**config.mk**
```make
export PLATFORM = sky130hd
export DESIGN_NAME = lrcm_cfg
export DESIGN_NICKNAME = d
export VERILOG_FILES = /design/src/hdl/lrcm_pkg.sv /design/src/hdl/lrcm_cfg.sv
export SDC_FILE = /design/constraint.sdc
export NUM_CORES = 1
export LEC_CHECK = 0
export BUFFER_PORTS_ARGS = -buffer_cell sky130_fd_sc_hd__buf_4
export CAP_MARGIN = 20
export CELL_PAD_IN_SITES_DETAIL_PLACEMENT = 0
export CELL_PAD_IN_SITES_GLOBAL_PLACEMENT = 1
export CORE_AREA = 2 2 65 67
export CTS_CLUSTER_DIAMETER = 200
export DETAILED_ROUTE_END_ITERATION = 10
export DIE_AREA = 0 0 67 69
export PLACE_DENSITY = 0.67
export SETUP_SLACK_MARGIN = 0.3
export SLEW_MARGIN = 5
export SYNTH_ARGS = -nofsm -noshare
export SYNTH_HDL_FRONTEND = slang
export SYNTH_SLANG_ARGS = --single-unit
```
**constraint.sdc**
```tcl
create_clock -name i_clk -period 0.8 [get_ports i_clk]
set_input_delay 0.12 -clock i_clk [delete_from_list [all_inputs] [get_ports i_clk]]
set_output_delay 0.12 -clock i_clk [all_outputs]
set_load 0.005 [all_outputs]
```
**src/hdl/lrcm_pkg.sv**
```systemverilog
// Package: shared types, cause codes and disparity scaling for the consistency mask block.
package lrcm_pkg;

    localparam int unsigned COL_W  = 10;
    localparam int unsigned DISP_W = 8;
    localparam int unsigned LVL_W  = 9;
    localparam int unsigned PROD_W = DISP_W + LVL_W;

    localparam logic [LVL_W-1:0] LEVELS_RESET = LVL_W'(64);

    localparam logic [1:0] CAUSE_OK       = 2'd0;
    localparam logic [1:0] CAUSE_EDGE     = 2'd1;
    localparam logic [1:0] CAUSE_MISMATCH = 2'd2;

    localparam int unsigned APB_AW = 3;
    localparam int unsigned APB_DW = 32;
    localparam logic        REG_LEVELS = 1'b0;

    typedef struct packed {
        logic             keep;
        logic [1:0]       cause;
        logic [DISP_W-1:0] scaled_left;
    } t_out_item;

    // raw * levels / 256, truncated, saturated at 255
    function automatic logic [DISP_W-1:0] f_scale(
        input logic [DISP_W-1:0] raw,
        input logic [LVL_W-1:0]  levels
    );
        logic [PROD_W-1:0] prod;
        prod = PROD_W'(raw) * PROD_W'(levels);
        return prod[PROD_W-1] ? {DISP_W{1'b1}} : prod[PROD_W-2:DISP_W];
    endfunction

endpackage

```
**src/hdl/lrcm_cfg.sv**
```systemverilog
// APB register block holding the disparity level count.
module lrcm_cfg (
    input  logic                       i_clk,
    input  logic                       i_rst_n,
    input  logic                       psel,
    input  logic                       penable,
    input  logic                       pwrite,
    input  logic [lrcm_pkg::APB_AW-1:0] paddr,
    input  logic [lrcm_pkg::APB_DW-1:0] pwdata,
    output logic [lrcm_pkg::APB_DW-1:0] prdata,
    output logic                       pready,
    output logic [lrcm_pkg::LVL_W-1:0]  o_levels
);
    import lrcm_pkg::*;

    logic             w_hit;
    logic [LVL_W-1:0] r_levels;

    assign w_hit = (paddr[APB_AW-1] == REG_LEVELS);

    always_ff @(posedge i_clk) begin
        if (!i_rst_n) begin
            r_levels <= LEVELS_RESET;
        end else if (psel && penable && pwrite && w_hit) begin
            r_levels <= pwdata[LVL_W-1:0];
        end
    end

    assign prdata   = w_hit ? APB_DW'(r_levels) : '0;
    assign pready   = 1'b1;
    assign o_levels = r_levels;

endmodule

```
==> flow_summary.ini <==
[critical_path]
crit_type = reg -> out
r2r_slack_ns = 0.06
critPathCaptureType = output pin
r2r_cells = 4
critPathArrivalTime_ns = 0.85
r2r_end = o_levels[7]$_SDFFE_PN0P_
start_kind = flop
rr_startpoint = o_levels[7]$_SDFFE_PN0P_
required_ns = 0.68
cp_max_fo = 2
startpoint = o_levels[5]$_SDFFE_PN0P_

[power_and_ir_drop]
ir_worst_vdd_v = 0.000367
p_seq_share_pct = 37.5
switching_power_uw = 290
clkPwrFrac_pct = 42.6
swShare_pct = 23.3
power_density_nw_per_um2 = 1050
p_leak_uw = 0.000581
p_int_uw = 955
pwr-share-comb_pct = 19.8

[cts]
holdBufCountCts = 0
clock-sinks = 9
cts_root_buf = clkbuf_8
cts_tree = built
insertion_delay_ns = 0.23
cts_max_path_buffers = 2
numCtsBuffers = 3
clk_pin_slew_worst_paths_ns = 0.05
htree_levels = 1

[worst_hold_path]
min_from = pwdata[2]
hold_class = in -> reg
whs_endpoint = o_levels[2]$_SDFFE_PN0P_
holdPathStages = 3

[cells_and_area]
fin_area_um2 = 1180
diodes = 0
nets = 165
utilization_pct = 30.2
largest_register_ffs = 9
area_delta_synth_final_pct = 85.1
drive_gt1_share_pct = 62.1

[drt]
avgViaCountPerCell = 3.36
drt_iter0_drc = 20
via_count = 585
routedWlPerCell_um = 10.7
drc = 0
first_pass_iters = 4
antenna_left = 0
drt-total-wl_mm = 1.86

[timing]
rsz0062_at_grt = true
slew_violations = 0
hold_viol = 0
period_needed_ns = 0.968
setup_viol = 18
skew_ns = 0
period_share_pct = 121
fmax_mhz = 1030
setup_ws_ns = -0.168

[global_routing]
overflow = 0
grt_pass1_vias = 592
grt_antenna_before_repair = 0
grt_max_degree = 19
grtUsageTotal_pct = 8.33
grt_pass1_wl_mm = 2.81

[outcome]
violations = setup timing
status = finished, violations left

[synth]
synth_top_family_by_area = buffers and inverters
ys_ff_latch = 9
synth-simple-area-share_pct = 25.2
syn_inst = 75
syn_area_per_cell_um2 = 8.52
syn-cell-area_um2 = 639
synthAdderAreaFrac_pct = 0
synthMuxAreaShare_pct = 14.1
synth.distinct_cells = 11
synth-compound-area-share_pct = 0
synth_seq_area_share_pct = 28.2
yosys_warnings = 0
synth_xor_area_share_pct = 0

[floorplan]
dieArea_um2 = 4620
die_x_um = 67
io_pins = 82
rows = 23
fp.dieH_um = 69
start_util_pct = 16.3
design.core.area_um2 = 3910

[placement]
place.gp.congestion = 0.629
portBuffers = 32
placed_area_um2 = 875

[flow_run]
cap_violations = 0
-- per-stage QoR --
stage          total power (uW)  hold WS (ns)  worst slack (ns)  setup TNS [ns]  std cells
2_1_floorplan               641         0.262            0.0616               0         97
3_3_place_gp                656         0.382            -0.134           -1.31        157
3_5_place_dp                660         0.388            -0.166           -1.67        157
4_1_cts                    1230         0.137            -0.168           -2.49        169
5_1_grt                    1320         0.157            -0.197           -2.71        174
6_report                   1240         0.143            -0.168           -2.21        174
-- how the worst max path moves through the flow --
stage,end,slack (ns),cells after the start
detailed placement,o_levels[5]$_SDFFE_PN0P_,-0.17,4
global placement,o_levels[7]$_SDFFE_PN0P_,-0.13,4
global route,prdata[8],-0.20,2
floorplan,o_levels[0]$_SDFFE_PN0P_,0.06,3
finish,prdata[5],-0.17,2
CTS,prdata[5],-0.17,2
-- cell type report --
cell class                 instances  area (um^2)
clock buffer                       4         45.0
multi-input combinational         61          357
timing repair buffer              50          528
fill                             444         2730
tap                               50         62.6
sequential                         9          191
-- layer usage --
layer  wire, um  GRT usage, %  up-vias
met5          0             0        -
li1           -             -      281
met3        151          2.45        2
met2       1050          14.9       34
met4          9          3.40        0
met1        650          8.86      268
-- worst max-delay path, stage by stage, from the launching register on --
cell,delay [ns]
dfxtp_2,0.32
and2b_2,0.19
buf_6,0.11
-- layout by cell type (no fill, tap or decap) --
cell       n
buf_6     32
buf_16     1
nand2_2    4
conb_1    24
clkbuf_1   1
nand2_1   12
buf_4     16
and4b_2    1
buf_12     1
and2b_2    9
dfxtp_2    9
nor2b_1    2
clkbuf_8   3
mux2i_1    8
mux2i_2    1
-- repair_timing --
action,in CTS,in global routing
endpoints found under the setup margin,27,27
setup buffers,7,5
resized for setup,28,20
cloned,1,0
pin swaps,0,0
-- cells in the mapped netlist (all sizes together) --
| library cell | instances | share of area [%] |
|---|---|---|
| nand2 | 16 | 9.4 |
| conb | 2 | 1.2 |
| nor2b | 2 | 2.0 |
| clkbuf | 1 | 0.59 |
| mux2i | 9 | 14 |
| buf | 26 | 31 |
| and2b | 9 | 12 |
| dfxtp | 9 | 28 |
| and4b | 1 | 1.6 |
-- cells by family (layout without fill, tap and decap cells) --
kind of cell / Yosys count / count (layout)
buffers and inverters: 27 / 54
flip-flops: 9 / 9
multiplexers: 9 / 9
other: 2 / 24
AND/OR/NAND/NOR: 28 / 28
-- power groups by stage --
stage	Clock (uW)	Combinational [uW]	Sequential, uW
3_3_place_gp	0	183	474
2_1_floorplan	0	166	475
4_1_cts	544	222	466
3_5_place_dp	0	186	474
5_1_grt	576	272	468
6_report	530	247	467
No activity file was read; power rests on OpenSTA's default activity.
