`config.mk`:
```
export PLATFORM = sky130hd
export DESIGN_NAME = lrcm_skid_flat
export DESIGN_NICKNAME = d
export VERILOG_FILES = /design/src/hdl/lrcm_pkg.sv /design/src/hdl/lrcm_ifs.sv /design/src/hdl/lrcm_skid.sv /design/src/flat_wrapper.sv
export SDC_FILE = /design/constraint.sdc
export NUM_CORES = 1
export LEC_CHECK = 0
export ABC_AREA = 1
export ABC_CLOCK_PERIOD_IN_PS = 5200
export BUFFER_PORTS_ARGS = -buffer_cell sky130_fd_sc_hd__clkbuf_2
export CORE_AREA = 2 2 49 51
export CTS_CLUSTER_SIZE = 24
export DETAILED_ROUTE_END_ITERATION = 16
export DIE_AREA = 0 0 51 53
export GPL_TIMING_DRIVEN = 1
export PLACE_DENSITY_LB_ADDON = 0.05
export SYNTH_ARGS = -nofsm -noshare
export SYNTH_HDL_FRONTEND = slang
export SYNTH_SLANG_ARGS = --single-unit
```
`constraint.sdc`:
```
create_clock -name i_clk -period 5.2 [get_ports i_clk]
set_clock_uncertainty 0.05 [all_clocks]
set_input_delay 0 -clock i_clk [delete_from_list [all_inputs] [get_ports i_clk]]
set_output_delay 0 -clock i_clk [all_outputs]
set_load 0.05 [all_outputs]
```
`src/hdl/lrcm_pkg.sv`:
```
// Package: shared types, cause codes and disparity scaling for the consistency mask block.
package lrcm_pkg;

    localparam int unsigned COL_W  = 10;
    localparam int unsigned DISP_W = 8;
    localparam int unsigned LVL_W  = 9;
    localparam int unsigned PROD_W = DISP_W + LVL_W;

    localparam logic [LVL_W-1:0] LEVELS_RESET = LVL_W'(64);

    localparam logic [1:0] CAUSE_OK       = 2'd0;
    localparam logic [1:0] CAUSE_EDGE     = 2'd1;
    localparam logic [1:0] CAUSE_MISMATCH = 2'd2;

    localparam int unsigned APB_AW = 3;
    localparam int unsigned APB_DW = 32;
    localparam logic        REG_LEVELS = 1'b0;

    typedef struct packed {
        logic             keep;
        logic [1:0]       cause;
        logic [DISP_W-1:0] scaled_left;
    } t_out_item;

    // raw * levels / 256, truncated, saturated at 255
    function automatic logic [DISP_W-1:0] f_scale(
        input logic [DISP_W-1:0] raw,
        input logic [LVL_W-1:0]  levels
    );
        logic [PROD_W-1:0] prod;
        prod = PROD_W'(raw) * PROD_W'(levels);
        return prod[PROD_W-1] ? {DISP_W{1'b1}} : prod[PROD_W-2:DISP_W];
    endfunction

endpackage

```
`src/hdl/lrcm_ifs.sv`:
```


interface lrcm_out_if;
    logic       valid;
    logic       ready;
    logic       keep;
    logic [1:0] cause;
    logic [7:0] scaled_left;

    modport source(output valid, keep, cause, scaled_left, input ready);
    modport sink(input valid, keep, cause, scaled_left, output ready);
endinterface

```
`src/hdl/lrcm_skid.sv`:
```
// Output register with skid entry; decouples result backpressure from the pipeline.
module lrcm_skid (
    input  logic                i_clk,
    input  logic                i_rst_n,
    input  logic                i_valid,
    input  lrcm_pkg::t_out_item i_data,
    output logic                o_en,
    lrcm_out_if.source          o_out
);
    import lrcm_pkg::*;

    logic      r_out_valid;
    logic      r_skid_valid;
    t_out_item r_out;
    t_out_item r_skid;
    logic      w_take;

    assign w_take = r_out_valid && o_out.ready;
    assign o_en   = !r_skid_valid;

    always_ff @(posedge i_clk) begin
        if (!i_rst_n) begin
            r_out_valid  <= 1'b0;
            r_skid_valid <= 1'b0;
        end else if (r_skid_valid) begin
            if (w_take) begin
                r_skid_valid <= 1'b0;
            end
        end else if (i_valid) begin
            if (!r_out_valid || w_take) begin
                r_out_valid <= 1'b1;
            end else begin
                r_skid_valid <= 1'b1;
            end
        end else if (w_take) begin
            r_out_valid <= 1'b0;
        end
    end

    always_ff @(posedge i_clk) begin
        if (r_skid_valid) begin
            if (w_take) begin
                r_out <= r_skid;
            end
        end else if (i_valid) begin
            if (!r_out_valid || w_take) begin
                r_out <= i_data;
            end else begin
                r_skid <= i_data;
            end
        end
    end

    assign o_out.valid       = r_out_valid;
    assign o_out.keep        = r_out.keep;
    assign o_out.cause       = r_out.cause;
    assign o_out.scaled_left = r_out.scaled_left;

    a_skid_behind_out: assert property (@(posedge i_clk) disable iff (!i_rst_n)
        r_skid_valid |-> r_out_valid)
        else $error("skid entry held without output entry");

    a_skid_drains: assert property (@(posedge i_clk) disable iff (!i_rst_n)
        (r_skid_valid && w_take) |=> (r_out_valid && !r_skid_valid))
        else $error("skid entry not moved to output");

endmodule

```
`src/flat_wrapper.sv`:
```
// flat-port wrapper written by rule: the top's interface ports become plain ports
module lrcm_skid_flat import lrcm_pkg::*;
  (i_clk, i_rst_n, i_valid, i_data, o_en, o_out_valid, o_out_keep, o_out_cause, o_out_scaled_left, o_out_ready);
  lrcm_out_if o_out_i ();
  input  logic i_clk;
  input  logic i_rst_n;
  input  logic i_valid;
  input  lrcm_pkg::t_out_item i_data;
  output logic o_en;
  output wire logic [$bits(o_out_i.valid)-1:0] o_out_valid;
  output wire logic [$bits(o_out_i.keep)-1:0] o_out_keep;
  output wire logic [$bits(o_out_i.cause)-1:0] o_out_cause;
  output wire logic [$bits(o_out_i.scaled_left)-1:0] o_out_scaled_left;
  input wire logic [$bits(o_out_i.ready)-1:0] o_out_ready;
  assign o_out_valid = o_out_i.valid;
  assign o_out_keep = o_out_i.keep;
  assign o_out_cause = o_out_i.cause;
  assign o_out_scaled_left = o_out_i.scaled_left;
  assign o_out_i.ready = o_out_ready;
  lrcm_skid u_core (.i_clk(i_clk), .i_rst_n(i_rst_n), .i_valid(i_valid), .i_data(i_data), .o_en(o_en), .o_out(o_out_i));
endmodule
```
==> results.sh <==
export IMPL_run_status="complete, no violations"
export IMPL_cpMaxStageDelayCell="sky130_fd_sc_hd__dfxtp_1"
export IMPL_max_freq_ghz=0.469
export IMPL_part_of_the_power_in_combinational_logic=0.190
export IMPL_sequentialPowerShare=0.600
export IMPL_timing_critical_path_cells="inv_2, nand2_2, inv_1, nor2_1"
export IMPL_areaGrowthSynthToFinish_pct=35.1
export IMPL_die_area_um2=2700
export IMPL_tritoncts_num_buffers=3
export IMPL_design_core_area_um2=2150
export IMPL_htree_levels=1
export IMPL_synth_sequential_area_ratio=0.762
export IMPL_fin_nets=137
export IMPL_timing_setup_tns_ps=0
export IMPL_final_seq_area_um2=701
export IMPL_final_min_clock_period_ps=2130
export IMPL_tightest_slew_ps=830
export IMPL_synth_edf_count=22
export IMPL_rows=17
export IMPL_pwr_share_clk=0.210
export IMPL_final_cycle_share=0.410
export IMPL_multi_input_logic_area_um2=186
export IMPL_net_switching_power_mw=0.107
export IMPL_fin_cells=149
export IMPL_clk_pin_slew_worst_paths_ps=120
export IMPL_yosys_top_cells_count="39 x sky130_fd_sc_hd__nand2_1, 22 x sky130_fd_sc_hd__edfxtp_1, 5 x sky130_fd_sc_hd__nor2_1, 4 x sky130_fd_sc_hd__inv_1, 2 x sky130_fd_sc_hd__dfxtp_1"
export IMPL_synth_top_flop_cell="sky130_fd_sc_hd__edfxtp_1"
export IMPL_worst_ep_required_time_ps=5090
export IMPL_report_power_total_mw=0.383
export IMPL_initial_utilization=0.428
export IMPL_grt_pass1_wl_um=2590
export IMPL_syn_cell_area_um2=920
export IMPL_timing_worst_setup_path_type="reg2reg"
export IMPL_grt_remaining_overflow=0
export IMPL_report_final_hold_viol_count=0
export IMPL_cellPowerDensity_nw_per_um2=308
export IMPL_dr_pass1_iters=4
export IMPL_vias=641
export IMPL_synth_lib_cells_used_distinct=11
export IMPL_holdCritPathClass="in2reg"
export IMPL_synthArstFlopShare=0
export IMPL_drt_wirelength_per_cell_um=11.1
export IMPL_fillCellCount=198
export IMPL_iteration_0_drc_count_of_the_detailed_router=12
export IMPL_final_cell_area_um2=1240
export IMPL_dp_cells=131
export IMPL_chip_width_um=51
export IMPL_grt_util_all_layers=0.139
export IMPL_count_of_antenna_violating_nets_left_after_detailed_routing=0
export IMPL_report_final_setup_viol=0
export IMPL_hold_worst_slack_ps=29.5
export IMPL_cts_tree="yes"
export IMPL_post_synth_main_area_contributors="sky130_fd_sc_hd__edfxtp_1 72%, sky130_fd_sc_hd__nand2_1 16%, sky130_fd_sc_hd__dfxtp_1 4.4%"
export IMPL_unrepaired_setup_endpoints_after_global_routing="false"
export IMPL_drt_wl_total_um=1650
export IMPL_slew_headroom=0.444
export IMPL_ys_ff_latch=24
export IMPL_place_congestion=0.768
export IMPL_post_synth_top_count_cell="sky130_fd_sc_hd__nand2_1"
export IMPL_synth_warning_count=0
export IMPL_synth_area_leader_cell="sky130_fd_sc_hd__edfxtp_1"
export IMPL_postPlaceCellArea_um2=1080
export IMPL_synth_nets=93
export IMPL_detailedPlacementHpwl_um=1180
export IMPL_placement_io_buffers=27
export IMPL_start_kind="flip-flop"
export IMPL_worst_endpoint_arrival_ps=2030
export IMPL_drcViolationCount=0
export IMPL_timing_max_transition_violations_final=0
export IMPL_synth_top_area_frac=0.718
export IMPL_cap_violations=0
export IMPL_cp_num_buf_inv=2
export IMPL_antennaDiodeCount=0
export IMPL_die_h_um=53
export IMPL_worst_path_dominant_cell_family="simple AND/OR/NAND/NOR gates"
export IMPL_cts_resized_gates=0
export IMPL_cts_root_buffer="sky130_fd_sc_hd__clkbuf_4"
export IMPL_cts_sinks=24
export IMPL_via_per_inst=4.30
export IMPL_syn_mean_instance_area_um2=11.8
export IMPL_path_max_fanout=15
export IMPL_cts_root_to_sink_buffers=2
export IMPL_timing_critical_path_to_type="flip-flop"
export IMPL_irDropWorstVdd_mv=0.214
export IMPL_power_static_leakage_nw=0.559
export IMPL_crit_path_max_incr_delay_ps=670
export IMPL_grt_antenna_before_repair=0
export IMPL_pin_count_of_the_biggest_net_entering_global_routing=16
export IMPL_worstSkewPairLatency_ps=300
export IMPL_num_io_pins=28
export IMPL_post_synth_inst_count=78
export IMPL_power_internal_mw=0.276
export IMPL_final_layout_size_suffix_gt1_frac=0.273
export IMPL_first_global_vias=565
export IMPL_power_switching_fraction=0.280
kinds of logic after synthesis:
group                  after synthesis  synth area share
AOI/OAI and AO/OA                    1           0.00544
and+or+nand+nor                     46             0.192
buffers and inverters                7            0.0408
DFF                                 24             0.762
flip-flops by register name, indices dropped and copies added (netlist names):
name,cells
u_core.o_out.scaled_left,8
u_core.o_out.valid,1
u_core.r_skid_valid,1
u_core.o_out.keep,1
u_core.o_out.cause,2
u_core.r_skid,11
layout make-up:
cell class	instances	share of cell area
inverters	5	0.0151
repair buffers	41	0.222
clock buffers	4	0.0211
well taps	28	0.0282
flip-flops and latches	24	0.564
multi-input cells	47	0.150
repair_timing:
item	4_1_cts	5_1_grt
hold endpoints to repair	24	0
hold buffers	14	0
setup buffers	0	0
path summary, 6_finish.rpt:
| path | cells after the start | slack [ps] | endpoint | startpoint |
|---|---|---|---|---|
| worst min register to register | 2 | 480 | u_core.o_out.scaled_left[1]$_DFFE_PP_ | u_core.r_skid[1]$_DFFE_PP_ |
| worst max register to register | 4 | 3070 | u_core.o_out.cause[0]$_DFFE_PP_ | u_core.r_skid_valid$_SDFF_PN0_ |
| worst min-delay path | 5 | 30 | u_core.o_out.valid$_SDFFE_PN0P_ | i_valid |
| worst max-delay path | 4 | 3070 | u_core.o_out.cause[0]$_DFFE_PP_ | u_core.r_skid_valid$_SDFF_PN0_ |
through the flow:
step                       util  worst slack, ps
after floorplan               -             3150
after global placement    0.501             3120
after detailed placement  0.501             3080
after CTS                 0.578             3060
after global routing      0.578             2870
final                     0.578             3070
cells in the final DEF, fill, tap and decap left out, drive strengths merged:
| cell | count |
|---|---|
| nand2 | 40 |
| clkbuf | 31 |
| edfxtp | 22 |
| dlygate4sd3 | 14 |
| nor2 | 5 |
| inv | 5 |
| dfxtp | 2 |
| nor3 | 1 |
| o21ai | 1 |
metal layers:
| layer | track usage | vias up | wire length [µm] |
|---|---|---|---|
| met5 | 0 | - | 0 |
| met4 | 0.0946 | 0 | 17 |
| met3 | 0.0282 | 2 | 58 |
| met2 | 0.190 | 18 | 721 |
| met1 | 0.197 | 280 | 855 |
| li1 | - | 341 | - |
worst min-delay path, delay by kind of cell:
| kind | cells | cell delay [ps] |
|---|---|---|
| simple gates | 3 | 220 |
| buf+inv | 2 | 130 |
power by group through the flow:
stage                     Combinational [mW]  Sequential [mW]  Clock (mW)
after global placement                0.0650            0.234           0
after floorplan                       0.0174            0.264           0
after global routing                  0.0779            0.231      0.0925
after detailed placement              0.0647            0.234           0
final                                 0.0725            0.230      0.0805
after CTS                             0.0730            0.230      0.0831
Note: power is estimated with default switching activity, not from simulation.
